$ cat src/rtl/core/bole_pkg.sv
package bole_pkg;

    // default list capacity
    localparam int unsigned DEPTH_DEFAULT = 16;

    // cell position field, enough for the largest capacity (128 entries)
    localparam int unsigned IDX_W = 7;

    localparam int unsigned DATA_W  = 32;
    localparam int unsigned CMD_W   = 4;
    localparam int unsigned POS_W   = 8;
    localparam int unsigned COUNT_W = 5;
    localparam int unsigned STAT_W  = 2;

    // request commands
    typedef enum logic [CMD_W-1:0] {
        CMD_APPEND    = 4'd0,
        CMD_INS_HEAD  = 4'd1,
        CMD_INS_AT    = 4'd2,
        CMD_DEL_TAIL  = 4'd3,
        CMD_DEL_HEAD  = 4'd4,
        CMD_DEL_AT    = 4'd5,
        CMD_SEARCH    = 4'd6,
        CMD_STATS     = 4'd7,
        CMD_DUMP      = 4'd8
    } cmd_t;

    // result status codes
    localparam logic [STAT_W-1:0] STAT_OK    = 2'd0;
    localparam logic [STAT_W-1:0] STAT_EMPTY = 2'd1;
    localparam logic [STAT_W-1:0] STAT_RANGE = 2'd2;
    localparam logic [STAT_W-1:0] STAT_FULL  = 2'd3;

    // operation broadcast to every cell
    typedef enum logic [1:0] {
        CELL_HOLD   = 2'd0,
        CELL_INSERT = 2'd1,
        CELL_REMOVE = 2'd2,
        CELL_ROTATE = 2'd3
    } cell_op_t;

    typedef struct packed {
        cell_op_t            op;
        logic [IDX_W-1:0]    pos;
        logic [IDX_W-1:0]    tail;
        logic [DATA_W-1:0]   data;
    } cell_ctl_t;

    // control sequencer states
    typedef enum logic {
        FSM_IDLE = 1'b0,
        FSM_SCAN = 1'b1
    } fsm_state_t;

endpackage

$ cat src/rtl/core/bole_cell.sv
module bole_cell #(
    parameter int unsigned INDEX = 0
) (
    input  logic                             clk,
    input  bole_pkg::cell_ctl_t              ctl,
    input  logic [bole_pkg::DATA_W-1:0]      left,
    input  logic [bole_pkg::DATA_W-1:0]      right,
    input  logic [bole_pkg::DATA_W-1:0]      head,
    output logic [bole_pkg::DATA_W-1:0]      q
);

    localparam logic [bole_pkg::IDX_W-1:0] ME = bole_pkg::IDX_W'(INDEX);

    logic [bole_pkg::DATA_W-1:0] q_reg;
    logic [bole_pkg::DATA_W-1:0] q_next;

    // pick the new contents from the neighbors, the head cell or the request data
    always_comb
    begin
        q_next = q_reg;
        unique case (ctl.op)
            bole_pkg::CELL_HOLD:
            begin
                q_next = q_reg;
            end
            bole_pkg::CELL_INSERT:
            begin
                if (ME > ctl.pos)
                begin
                    q_next = left;
                end
                else if (ME == ctl.pos)
                begin
                    q_next = ctl.data;
                end
            end
            bole_pkg::CELL_REMOVE:
            begin
                if (ME >= ctl.pos && ME < ctl.tail)
                begin
                    q_next = right;
                end
            end
            bole_pkg::CELL_ROTATE:
            begin
                if (ME < ctl.tail)
                begin
                    q_next = right;
                end
                else if (ME == ctl.tail)
                begin
                    q_next = head;
                end
            end
        endcase
    end

    // entry storage, no reset
    always_ff @(posedge clk)
    begin
        q_reg <= q_next;
    end

    assign q = q_reg;

endmodule

$ cat src/rtl/core/bounded_ordered_list_engine.sv
// Ordered list of up to DEPTH signed 32-bit values, head at position 1.
// Request channel: req_valid/req_stall with cmd, value, position; a request
// is taken at a clock edge where req_valid is high and req_stall is low.
// Result channel: rsp_valid/rsp_stall with status, found, element, count,
// minimum, maximum, last; a result is taken when rsp_valid is high and
// rsp_stall is low. last marks the final result of a request.
// The entries sit in a chain of cells that all shift together. Edits
// (append, inserts, deletes) and error or unknown requests give their single
// result in the cycle after the request and free the input again at once, so
// they run at one request per cycle while results are drained.
// Search, stats and dump of a non-empty list rotate the chain through cell 0,
// one element per cycle while the result can move. A dump gives
// one result per element, head first; search and stats give one result at
// the end of the pass, after which the list is back in its original order.
// When the receiver stalls, the result register holds, the rotation pauses
// and req_stall stays high until the result can move.
// Reset empties the list; entry contents are not cleared.
module bounded_ordered_list_engine #(
    parameter int unsigned DEPTH = bole_pkg::DEPTH_DEFAULT
) (
    input  logic                                 clk,
    input  logic                                 rst_n,
    input  logic                                 req_valid,
    output logic                                 req_stall,
    input  logic [bole_pkg::CMD_W-1:0]           cmd,
    input  logic signed [bole_pkg::DATA_W-1:0]   value,
    input  logic [bole_pkg::POS_W-1:0]           position,
    output logic                                 rsp_valid,
    input  logic                                 rsp_stall,
    output logic [bole_pkg::STAT_W-1:0]          status,
    output logic                                 found,
    output logic signed [bole_pkg::DATA_W-1:0]   element,
    output logic [bole_pkg::COUNT_W-1:0]         count,
    output logic signed [bole_pkg::DATA_W-1:0]   minimum,
    output logic signed [bole_pkg::DATA_W-1:0]   maximum,
    output logic                                 last
);

    localparam int unsigned LEN_W = $clog2(DEPTH + 1);
    localparam int unsigned CNT_W = $clog2(DEPTH);
    localparam int unsigned DW    = bole_pkg::DATA_W;
    localparam int unsigned IW    = bole_pkg::IDX_W;

    // cell chain
    bole_pkg::cell_ctl_t cell_ctl;
    logic [DW-1:0]       cell_q [DEPTH];
    logic signed [DW-1:0] head;

    genvar gi;
    generate
        for (gi = 0; gi < DEPTH; gi++)
        begin : g_cell
            logic [DW-1:0] left_w;
            logic [DW-1:0] right_w;
            if (gi == 0)
            begin : g_first
                assign left_w = '0;
            end
            else
            begin : g_inner_l
                assign left_w = cell_q[gi-1];
            end
            if (gi == DEPTH - 1)
            begin : g_end
                assign right_w = '0;
            end
            else
            begin : g_inner_r
                assign right_w = cell_q[gi+1];
            end
            bole_cell #(
                .INDEX (gi)
            ) u_cell (
                .clk   (clk),
                .ctl   (cell_ctl),
                .left  (left_w),
                .right (right_w),
                .head  (cell_q[0]),
                .q     (cell_q[gi])
            );
        end
    endgenerate

    assign head = cell_q[0];

    // control and result registers
    bole_pkg::fsm_state_t           state_reg, state_next;
    logic [LEN_W-1:0]               len_reg, len_next;
    logic [CNT_W-1:0]               scan_cnt_reg, scan_cnt_next;
    bole_pkg::cmd_t                 scan_cmd_reg, scan_cmd_next;
    logic signed [DW-1:0]           key_reg, key_next;
    logic                           found_acc_reg, found_acc_next;
    logic signed [DW-1:0]           min_acc_reg, min_acc_next;
    logic signed [DW-1:0]           max_acc_reg, max_acc_next;

    logic                           rsp_valid_reg, rsp_valid_next;
    logic [bole_pkg::STAT_W-1:0]    status_reg, status_next;
    logic                           found_reg, found_next;
    logic signed [DW-1:0]           element_reg, element_next;
    logic [bole_pkg::COUNT_W-1:0]   count_reg, count_next;
    logic signed [DW-1:0]           minimum_reg, minimum_next;
    logic signed [DW-1:0]           maximum_reg, maximum_next;
    logic                           last_reg, last_next;

    logic                           take;
    logic                           out_free;
    logic                           full;
    logic                           empty;
    logic [bole_pkg::POS_W-1:0]     len_ext;
    logic                           pos_bad;
    logic [IW-1:0]                  tail_idx;
    logic [IW-1:0]                  pos_idx;
    logic                           scan_end;
    logic                           found_step;
    logic signed [DW-1:0]           min_step;
    logic signed [DW-1:0]           max_step;

    assign out_free  = !rsp_valid_reg || !rsp_stall;
    assign req_stall = (state_reg != bole_pkg::FSM_IDLE) || !out_free;
    assign take      = req_valid && !req_stall;

    assign full     = (len_reg == LEN_W'(DEPTH));
    assign empty    = (len_reg == '0);
    assign len_ext  = bole_pkg::POS_W'(len_reg);
    assign pos_bad  = (position == '0) || (position > len_ext);
    assign tail_idx = IW'(len_reg - LEN_W'(1));
    assign pos_idx  = IW'(position - bole_pkg::POS_W'(1));
    assign scan_end = (IW'(scan_cnt_reg) == tail_idx);

    // running search hit and min/max including the current head
    always_comb
    begin
        found_step = found_acc_reg || (head == key_reg);
        min_step   = min_acc_reg;
        max_step   = max_acc_reg;
        if (scan_cnt_reg == '0 || head < min_acc_reg)
        begin
            min_step = head;
        end
        if (scan_cnt_reg == '0 || head > max_acc_reg)
        begin
            max_step = head;
        end
    end

    // sequencer: next state, cell control and result
    always_comb
    begin
        state_next     = state_reg;
        len_next       = len_reg;
        scan_cnt_next  = scan_cnt_reg;
        scan_cmd_next  = scan_cmd_reg;
        key_next       = key_reg;
        found_acc_next = found_acc_reg;
        min_acc_next   = min_acc_reg;
        max_acc_next   = max_acc_reg;

        cell_ctl.op    = bole_pkg::CELL_HOLD;
        cell_ctl.pos   = '0;
        cell_ctl.tail  = tail_idx;
        cell_ctl.data  = value;

        rsp_valid_next = rsp_valid_reg && rsp_stall;
        status_next    = status_reg;
        found_next     = found_reg;
        element_next   = element_reg;
        count_next     = count_reg;
        minimum_next   = minimum_reg;
        maximum_next   = maximum_reg;
        last_next      = last_reg;

        unique case (state_reg)
            bole_pkg::FSM_IDLE:
            begin
                if (take)
                begin
                    // one-shot result by default
                    rsp_valid_next = 1'b1;
                    status_next    = bole_pkg::STAT_OK;
                    found_next     = 1'b0;
                    element_next   = '0;
                    minimum_next   = '0;
                    maximum_next   = '0;
                    last_next      = 1'b1;
                    unique case (cmd)
                        bole_pkg::CMD_APPEND,
                        bole_pkg::CMD_INS_HEAD,
                        bole_pkg::CMD_INS_AT:
                        begin
                            if (full)
                            begin
                                status_next = bole_pkg::STAT_FULL;
                            end
                            else if (cmd == bole_pkg::CMD_INS_AT && position != 8'd1
                                     && pos_bad)
                            begin
                                status_next = bole_pkg::STAT_RANGE;
                            end
                            else
                            begin
                                cell_ctl.op = bole_pkg::CELL_INSERT;
                                if (cmd == bole_pkg::CMD_APPEND)
                                begin
                                    cell_ctl.pos = IW'(len_reg);
                                end
                                else if (cmd == bole_pkg::CMD_INS_HEAD)
                                begin
                                    cell_ctl.pos = '0;
                                end
                                else
                                begin
                                    cell_ctl.pos = pos_idx;
                                end
                                len_next = len_reg + LEN_W'(1);
                            end
                        end
                        bole_pkg::CMD_DEL_TAIL,
                        bole_pkg::CMD_DEL_HEAD,
                        bole_pkg::CMD_DEL_AT:
                        begin
                            if (empty)
                            begin
                                status_next = bole_pkg::STAT_EMPTY;
                            end
                            else if (cmd == bole_pkg::CMD_DEL_AT && pos_bad)
                            begin
                                status_next = bole_pkg::STAT_RANGE;
                            end
                            else
                            begin
                                cell_ctl.op = bole_pkg::CELL_REMOVE;
                                if (cmd == bole_pkg::CMD_DEL_TAIL)
                                begin
                                    cell_ctl.pos = tail_idx;
                                end
                                else if (cmd == bole_pkg::CMD_DEL_HEAD)
                                begin
                                    cell_ctl.pos = '0;
                                end
                                else
                                begin
                                    cell_ctl.pos = pos_idx;
                                end
                                len_next = len_reg - LEN_W'(1);
                            end
                        end
                        bole_pkg::CMD_SEARCH,
                        bole_pkg::CMD_STATS,
                        bole_pkg::CMD_DUMP:
                        begin
                            if (empty)
                            begin
                                status_next = bole_pkg::STAT_EMPTY;
                            end
                            else
                            begin
                                // start a rotation pass, no result yet
                                rsp_valid_next = 1'b0;
                                state_next     = bole_pkg::FSM_SCAN;
                                scan_cnt_next  = '0;
                                scan_cmd_next  = bole_pkg::cmd_t'(cmd);
                                key_next       = value;
                                found_acc_next = 1'b0;
                            end
                        end
                        default:
                        begin
                            status_next = bole_pkg::STAT_OK;
                        end
                    endcase
                    count_next = bole_pkg::COUNT_W'(len_next);
                end
            end
            bole_pkg::FSM_SCAN:
            begin
                if (out_free)
                begin
                    // move the next element into cell 0
                    cell_ctl.op    = bole_pkg::CELL_ROTATE;
                    found_acc_next = found_step;
                    min_acc_next   = min_step;
                    max_acc_next   = max_step;
                    scan_cnt_next  = scan_cnt_reg + CNT_W'(1);

                    status_next    = bole_pkg::STAT_OK;
                    found_next     = 1'b0;
                    element_next   = '0;
                    count_next     = bole_pkg::COUNT_W'(len_reg);
                    minimum_next   = '0;
                    maximum_next   = '0;
                    last_next      = scan_end;

                    if (scan_cmd_reg == bole_pkg::CMD_DUMP)
                    begin
                        rsp_valid_next = 1'b1;
                        element_next   = head;
                    end
                    else if (scan_end)
                    begin
                        rsp_valid_next = 1'b1;
                        if (scan_cmd_reg == bole_pkg::CMD_SEARCH)
                        begin
                            found_next = found_step;
                        end
                        else
                        begin
                            minimum_next = min_step;
                            maximum_next = max_step;
                        end
                    end

                    if (scan_end)
                    begin
                        state_next = bole_pkg::FSM_IDLE;
                    end
                end
            end
        endcase
    end

    // control state
    always_ff @(posedge clk or negedge rst_n)
    begin
        if (!rst_n)
        begin
            state_reg     <= bole_pkg::FSM_IDLE;
            len_reg       <= '0;
            rsp_valid_reg <= 1'b0;
        end
        else
        begin
            state_reg     <= state_next;
            len_reg       <= len_next;
            rsp_valid_reg <= rsp_valid_next;
        end
    end

    // scan and result payload
    always_ff @(posedge clk)
    begin
        scan_cnt_reg  <= scan_cnt_next;
        scan_cmd_reg  <= scan_cmd_next;
        key_reg       <= key_next;
        found_acc_reg <= found_acc_next;
        min_acc_reg   <= min_acc_next;
        max_acc_reg   <= max_acc_next;
        status_reg    <= status_next;
        found_reg     <= found_next;
        element_reg   <= element_next;
        count_reg     <= count_next;
        minimum_reg   <= minimum_next;
        maximum_reg   <= maximum_next;
        last_reg      <= last_next;
    end

    assign rsp_valid = rsp_valid_reg;
    assign status    = status_reg;
    assign found     = found_reg;
    assign element   = element_reg;
    assign count     = count_reg;
    assign minimum   = minimum_reg;
    assign maximum   = maximum_reg;
    assign last      = last_reg;

    // list never grows past capacity
    a_len_bound: assert property (@(posedge clk) disable iff (!rst_n)
        len_reg <= LEN_W'(DEPTH))
        else $error("list length exceeds capacity");

    // length moves only on an accepted request
    a_len_stable: assert property (@(posedge clk) disable iff (!rst_n)
        !take |=> $stable(len_reg))
        else $error("length changed without a request");

    // a rotation pass keeps the input closed and stays inside the list
    a_scan_closed: assert property (@(posedge clk) disable iff (!rst_n)
        (state_reg == bole_pkg::FSM_SCAN) |-> (req_stall && !empty
            && IW'(scan_cnt_reg) <= tail_idx))
        else $error("scan ran past the tail or input open");

    // a result dropped from the register was taken by the receiver
    a_rsp_hold: assert property (@(posedge clk) disable iff (!rst_n)
        (rsp_valid_reg && rsp_stall) |=> (rsp_valid_reg && $stable(element_reg)
            && $stable(last_reg)))
        else $error("stalled result lost");

endmodule

$ cat config.mk
export PLATFORM = sky130hd
export DESIGN_NAME = bounded_ordered_list_engine
export DESIGN_NICKNAME = d
export VERILOG_FILES = /design/src/rtl/core/bole_pkg.sv /design/src/rtl/core/bole_cell.sv /design/src/rtl/core/bounded_ordered_list_engine.sv
export SDC_FILE = /design/constraint.sdc
export NUM_CORES = 2
export LEC_CHECK = 0
export BUFFER_PORTS_ARGS = -buffer_cell sky130_fd_sc_hd__buf_2
export CORE_MARGIN = 5
export CORE_UTILIZATION = 40
export DETAILED_ROUTE_END_ITERATION = 10
export PLACE_DENSITY = 0.63
export SYNTH_ARGS = -nofsm -noshare
export SYNTH_HDL_FRONTEND = slang
export SYNTH_SLANG_ARGS = --single-unit
$ cat constraint.sdc
create_clock -name clk -period 6.1 [get_ports clk]
set_input_delay 0.61 -clock clk [delete_from_list [all_inputs] [get_ports clk]]
set_output_delay 0.61 -clock clk [all_outputs]
set_load 0.01 [all_outputs]
==> impl_metrics.json <==
{
  "synth-simple-area-share_pct": 9.56,
  "fin_util_pct": 45.1,
  "die_w_um": 326,
  "ys.flop_type": "edfxtp_1",
  "path_clk_slew_ns": 0.06,
  "end_kind": "flop",
  "ant_nets": 0,
  "totalWireLength_um": 146000,
  "htree_num_levels": 3,
  "syn-num-nets": 3591,
  "grt_pass1_vias": 31100,
  "yosysUniqueCellTypes": 98,
  "rows": 116,
  "setup_viol": 0,
  "hp-class": "input port to asynchronous set/reset pin",
  "clockBufferDepth": 3,
  "drc": 0,
  "crit_top_cell": "buf_4",
  "crit_buf_inv": 4,
  "synthMuxAreaShare_pct": 7.72,
  "cpPeakStageDelay_ns": 0.60,
  "setup-tns-final_ns": 0,
  "pwr-share-seq_pct": 36.3,
  "layout_commonest_cell": "edfxtp_1",
  "yosys_warnings": 0,
  "final_layout_size_suffix_gt1_share_pct": 16.0,
  "ys_ff_latch": 729,
  "synth_cells": 3465,
  "tightestPinTransition_ns": 1.27,
  "grt-ovfl-total": 0,
  "ys_seq_area_share_pct": 54.6,
  "crit_family": "buffers and inverters",
  "n_fill_cell": 9086,
  "clock_sinks": 729,
  "drv_cap": 0,
  "final_cell_mix": "edfxtp_1 (722), a22oi_1 (347), nand2_1 (240), mux2i_1 (233), o21ai_0 (200)",
  "syn_area_per_cell_um2": 11.5,
  "syn2layout_area_growth_pct": 12.4,
  "via_count": 32300,
  "placed_cell_area_mm2": 0.0423,
  "setup_slack_ns": 1.14,
  "grt_max_degree": 106,
  "worstPathRequired_ns": 6.37,
  "status": "completed",
  "grt_use_total_pct": 26.3,
  "ctsHoldBuffers": 1,
  "wl_met1_um": 55000,
  "fmax_mhz": 202,
  "routabilityCongestion": 0.896,
  "path_cells": "inv_1, ha_1, nand3_1, o21bai_1, a21bo_2, nand3_1, buf_4, a2bb2oi_2, and2_4, buf_4, o21ai_0, a211oi_4, buf_4",
  "grt_pass1_wl_um": 211000,
  "cp_max_fo": 33,
  "rsz0062_at_grt": "false",
  "drtIter0Drc": 4223,
  "largest_reg_flops": 512,
  "synth_compound_gate_area_share_pct": 19.9,
  "post-route-min-period_ns": 4.96,
  "critical_path_arrival_ns": 5.23,
  "die_h_um": 326,
  "wire_per_inst_um": 30.3,
  "synth_top_family_by_area": "compound AO/OA/AOI/OAI gates",
  "p_leak_nw": 15.8,
  "p_int_mw": 17.8,
  "cts_resized": 0,
  "top_layer_used": "met5",
  "ioPinCount": 155,
  "numCtsBuffers": 80,
  "antenna_found_initial": 6,
  "combPwrFrac_pct": 47.4,
  "cts_root_buf": "clkbuf_16",
  "p_clk_share_pct": 16.3,
  "vias_per_cell": 6.69,
  "wl_met2_um": 65100,
  "start_util_pct": 40.1,
  "synth_edf_count": 722,
  "synth_area_mm2": 0.0400,
  "relSlewSlack_pct": 15.0,
  "core_mm2": 0.0997,
  "dp_slack_ns": 1.23,
  "cp-start-kind": "flop",
  "post-route-period-util_pct": 81.2,
  "dieArea_mm2": 0.106,
  "final_area_mm2": 0.0450,
  "dr.pass1.iters": 8,
  "portBuffers": 154,
  "dpl.hpwl_um": 91800,
  "ir_drop_mv": 0.413,
  "nets": 3593,
  "drv_slew": 0,
  "power_switching_mw": 13.5,
  "synthAdderAreaFrac_pct": 2.44,
  "p_sw_share_pct": 43.1,
  "cts_tree": "done",
  "powerDensity_mw_per_mm2": 694,
  "post_cts_buffers": 0,
  "hold_violations": 0,
  "clock_skew_ns": 0.0206,
  "async_flop_share_pct": 0.960,
  "slowest_stage": "dfrtp_1",
  "routed-wl-met3_um": 16500,
  "crit_type": "flop to flop",
  "post_synth_xor_area_fraction_pct": 1.05,
  "clock_latency_ns": 0.65
}
==> kinds of logic (layout without fill, tap and decap cells) <==
family,after synthesis,after routing
xor+xnor,48,48
simple gates,752,752
compound gates,1115,1115
buf+inv,443,505
flops,729,729
mux,300,300
fa+ha+maj,78,78
other cells,0,3
==> layer usage <==
layer / vias to the layer above / track usage (%)
met3: 444 / 6.35
met5: - / 0
met4: 4 / 15.5
li1: 13600 / -
met1: 16000 / 33.7
met2: 2290 / 40.8
==> stage by stage <==
stage | std cells | hold slack [ns] | power [mW]
after floorplan | 3465 | 0.314 | 20.1
after global placement | 4682 | 0.478 | 25.4
after detailed placement | 4682 | 0.477 | 25.7
after CTS | 4825 | 0.323 | 30.8
after global routing | 4825 | 0.348 | 32.5
final | 4828 | 0.348 | 31.2
==> worst paths after layout <==
kind | from | to | slack [ns] | depth (start not counted)
setup / recovery | len_reg[4]$_DFFE_PN0P_ | g_cell[12].u_cell.q[27]$_DFFE_PP_ | 1.14 | 13
hold / removal | rst_n | len_reg[1]$_DFFE_PN0P_ | 0.35 | 2
setup reg to reg | len_reg[4]$_DFFE_PN0P_ | g_cell[12].u_cell.q[27]$_DFFE_PP_ | 1.14 | 13
hold reg to reg | g_cell[1].u_cell.q[12]$_DFFE_PP_ | g_cell[0].u_cell.q[12]$_DFFE_PP_ | 0.54 | 2
max in group asynchronous | rst_n | len_reg[3]$_DFFE_PN0P_ | 5.55 | 2
min in group clk | value[22] | key_reg[22]$_DFFE_PP_ | 0.35 | 1
==> synth_stat cells (all sizes together) (9+ instances only) <==
| library cell | number | area share [%] |
|---|---|---|
| a211oi | 9 | 0.18 |
| a21o | 23 | 0.43 |
| a21oi | 57 | 0.72 |
| a221o | 46 | 1.2 |
| a222oi | 25 | 0.63 |
| a22o | 16 | 0.35 |
| a22oi | 348 | 6.5 |
| a31oi | 20 | 0.31 |
| a32oi | 11 | 0.24 |
| a41oi | 31 | 0.68 |
| and2 | 66 | 1.0 |
| and3 | 9 | 0.14 |
| buf | 108 | 1.6 |
| clkbuf | 252 | 2.4 |
| edfxtp | 722 | 54 |
| ha | 78 | 2.4 |
| inv | 82 | 0.77 |
| mux2 | 67 | 1.9 |
| mux2i | 233 | 5.8 |
| nand2 | 246 | 2.3 |
| nand3 | 163 | 2.1 |
| nand4 | 26 | 0.41 |
| nor2 | 74 | 0.78 |
| nor2b | 70 | 1.1 |
| nor3 | 61 | 0.93 |
| o2111ai | 19 | 0.42 |
| o211ai | 155 | 2.9 |
| o21a | 11 | 0.21 |
| o21ai | 276 | 3.5 |
| o221ai | 12 | 0.28 |
| xnor2 | 46 | 1.0 |
==> final cells by class <==
type                       count  area (um^2)  share of cell area, %
sequential                   729        21900                   48.6
multi-input combinational   2293        16700                   37.1
clock buffer                  96         2130                   4.73
timing repair buffer         280         1810                   4.02
tap                         1298         1620                   3.61
clock inverter                46          528                   1.17
inverter                      83          314                  0.699
antenna                        3         7.51                 0.0167
==> power groups by stage <==
stage	Sequential, mW	Clock, mW	Combinational, mW
after detailed placement	11.3	0	14.3
final	11.3	5.08	14.8
after CTS	11.3	5.12	14.4
after floorplan	11.0	0	9.10
after global placement	11.3	0	14.1
after global routing	11.6	5.32	15.6
No activity file was read; power rests on OpenSTA's default activity.
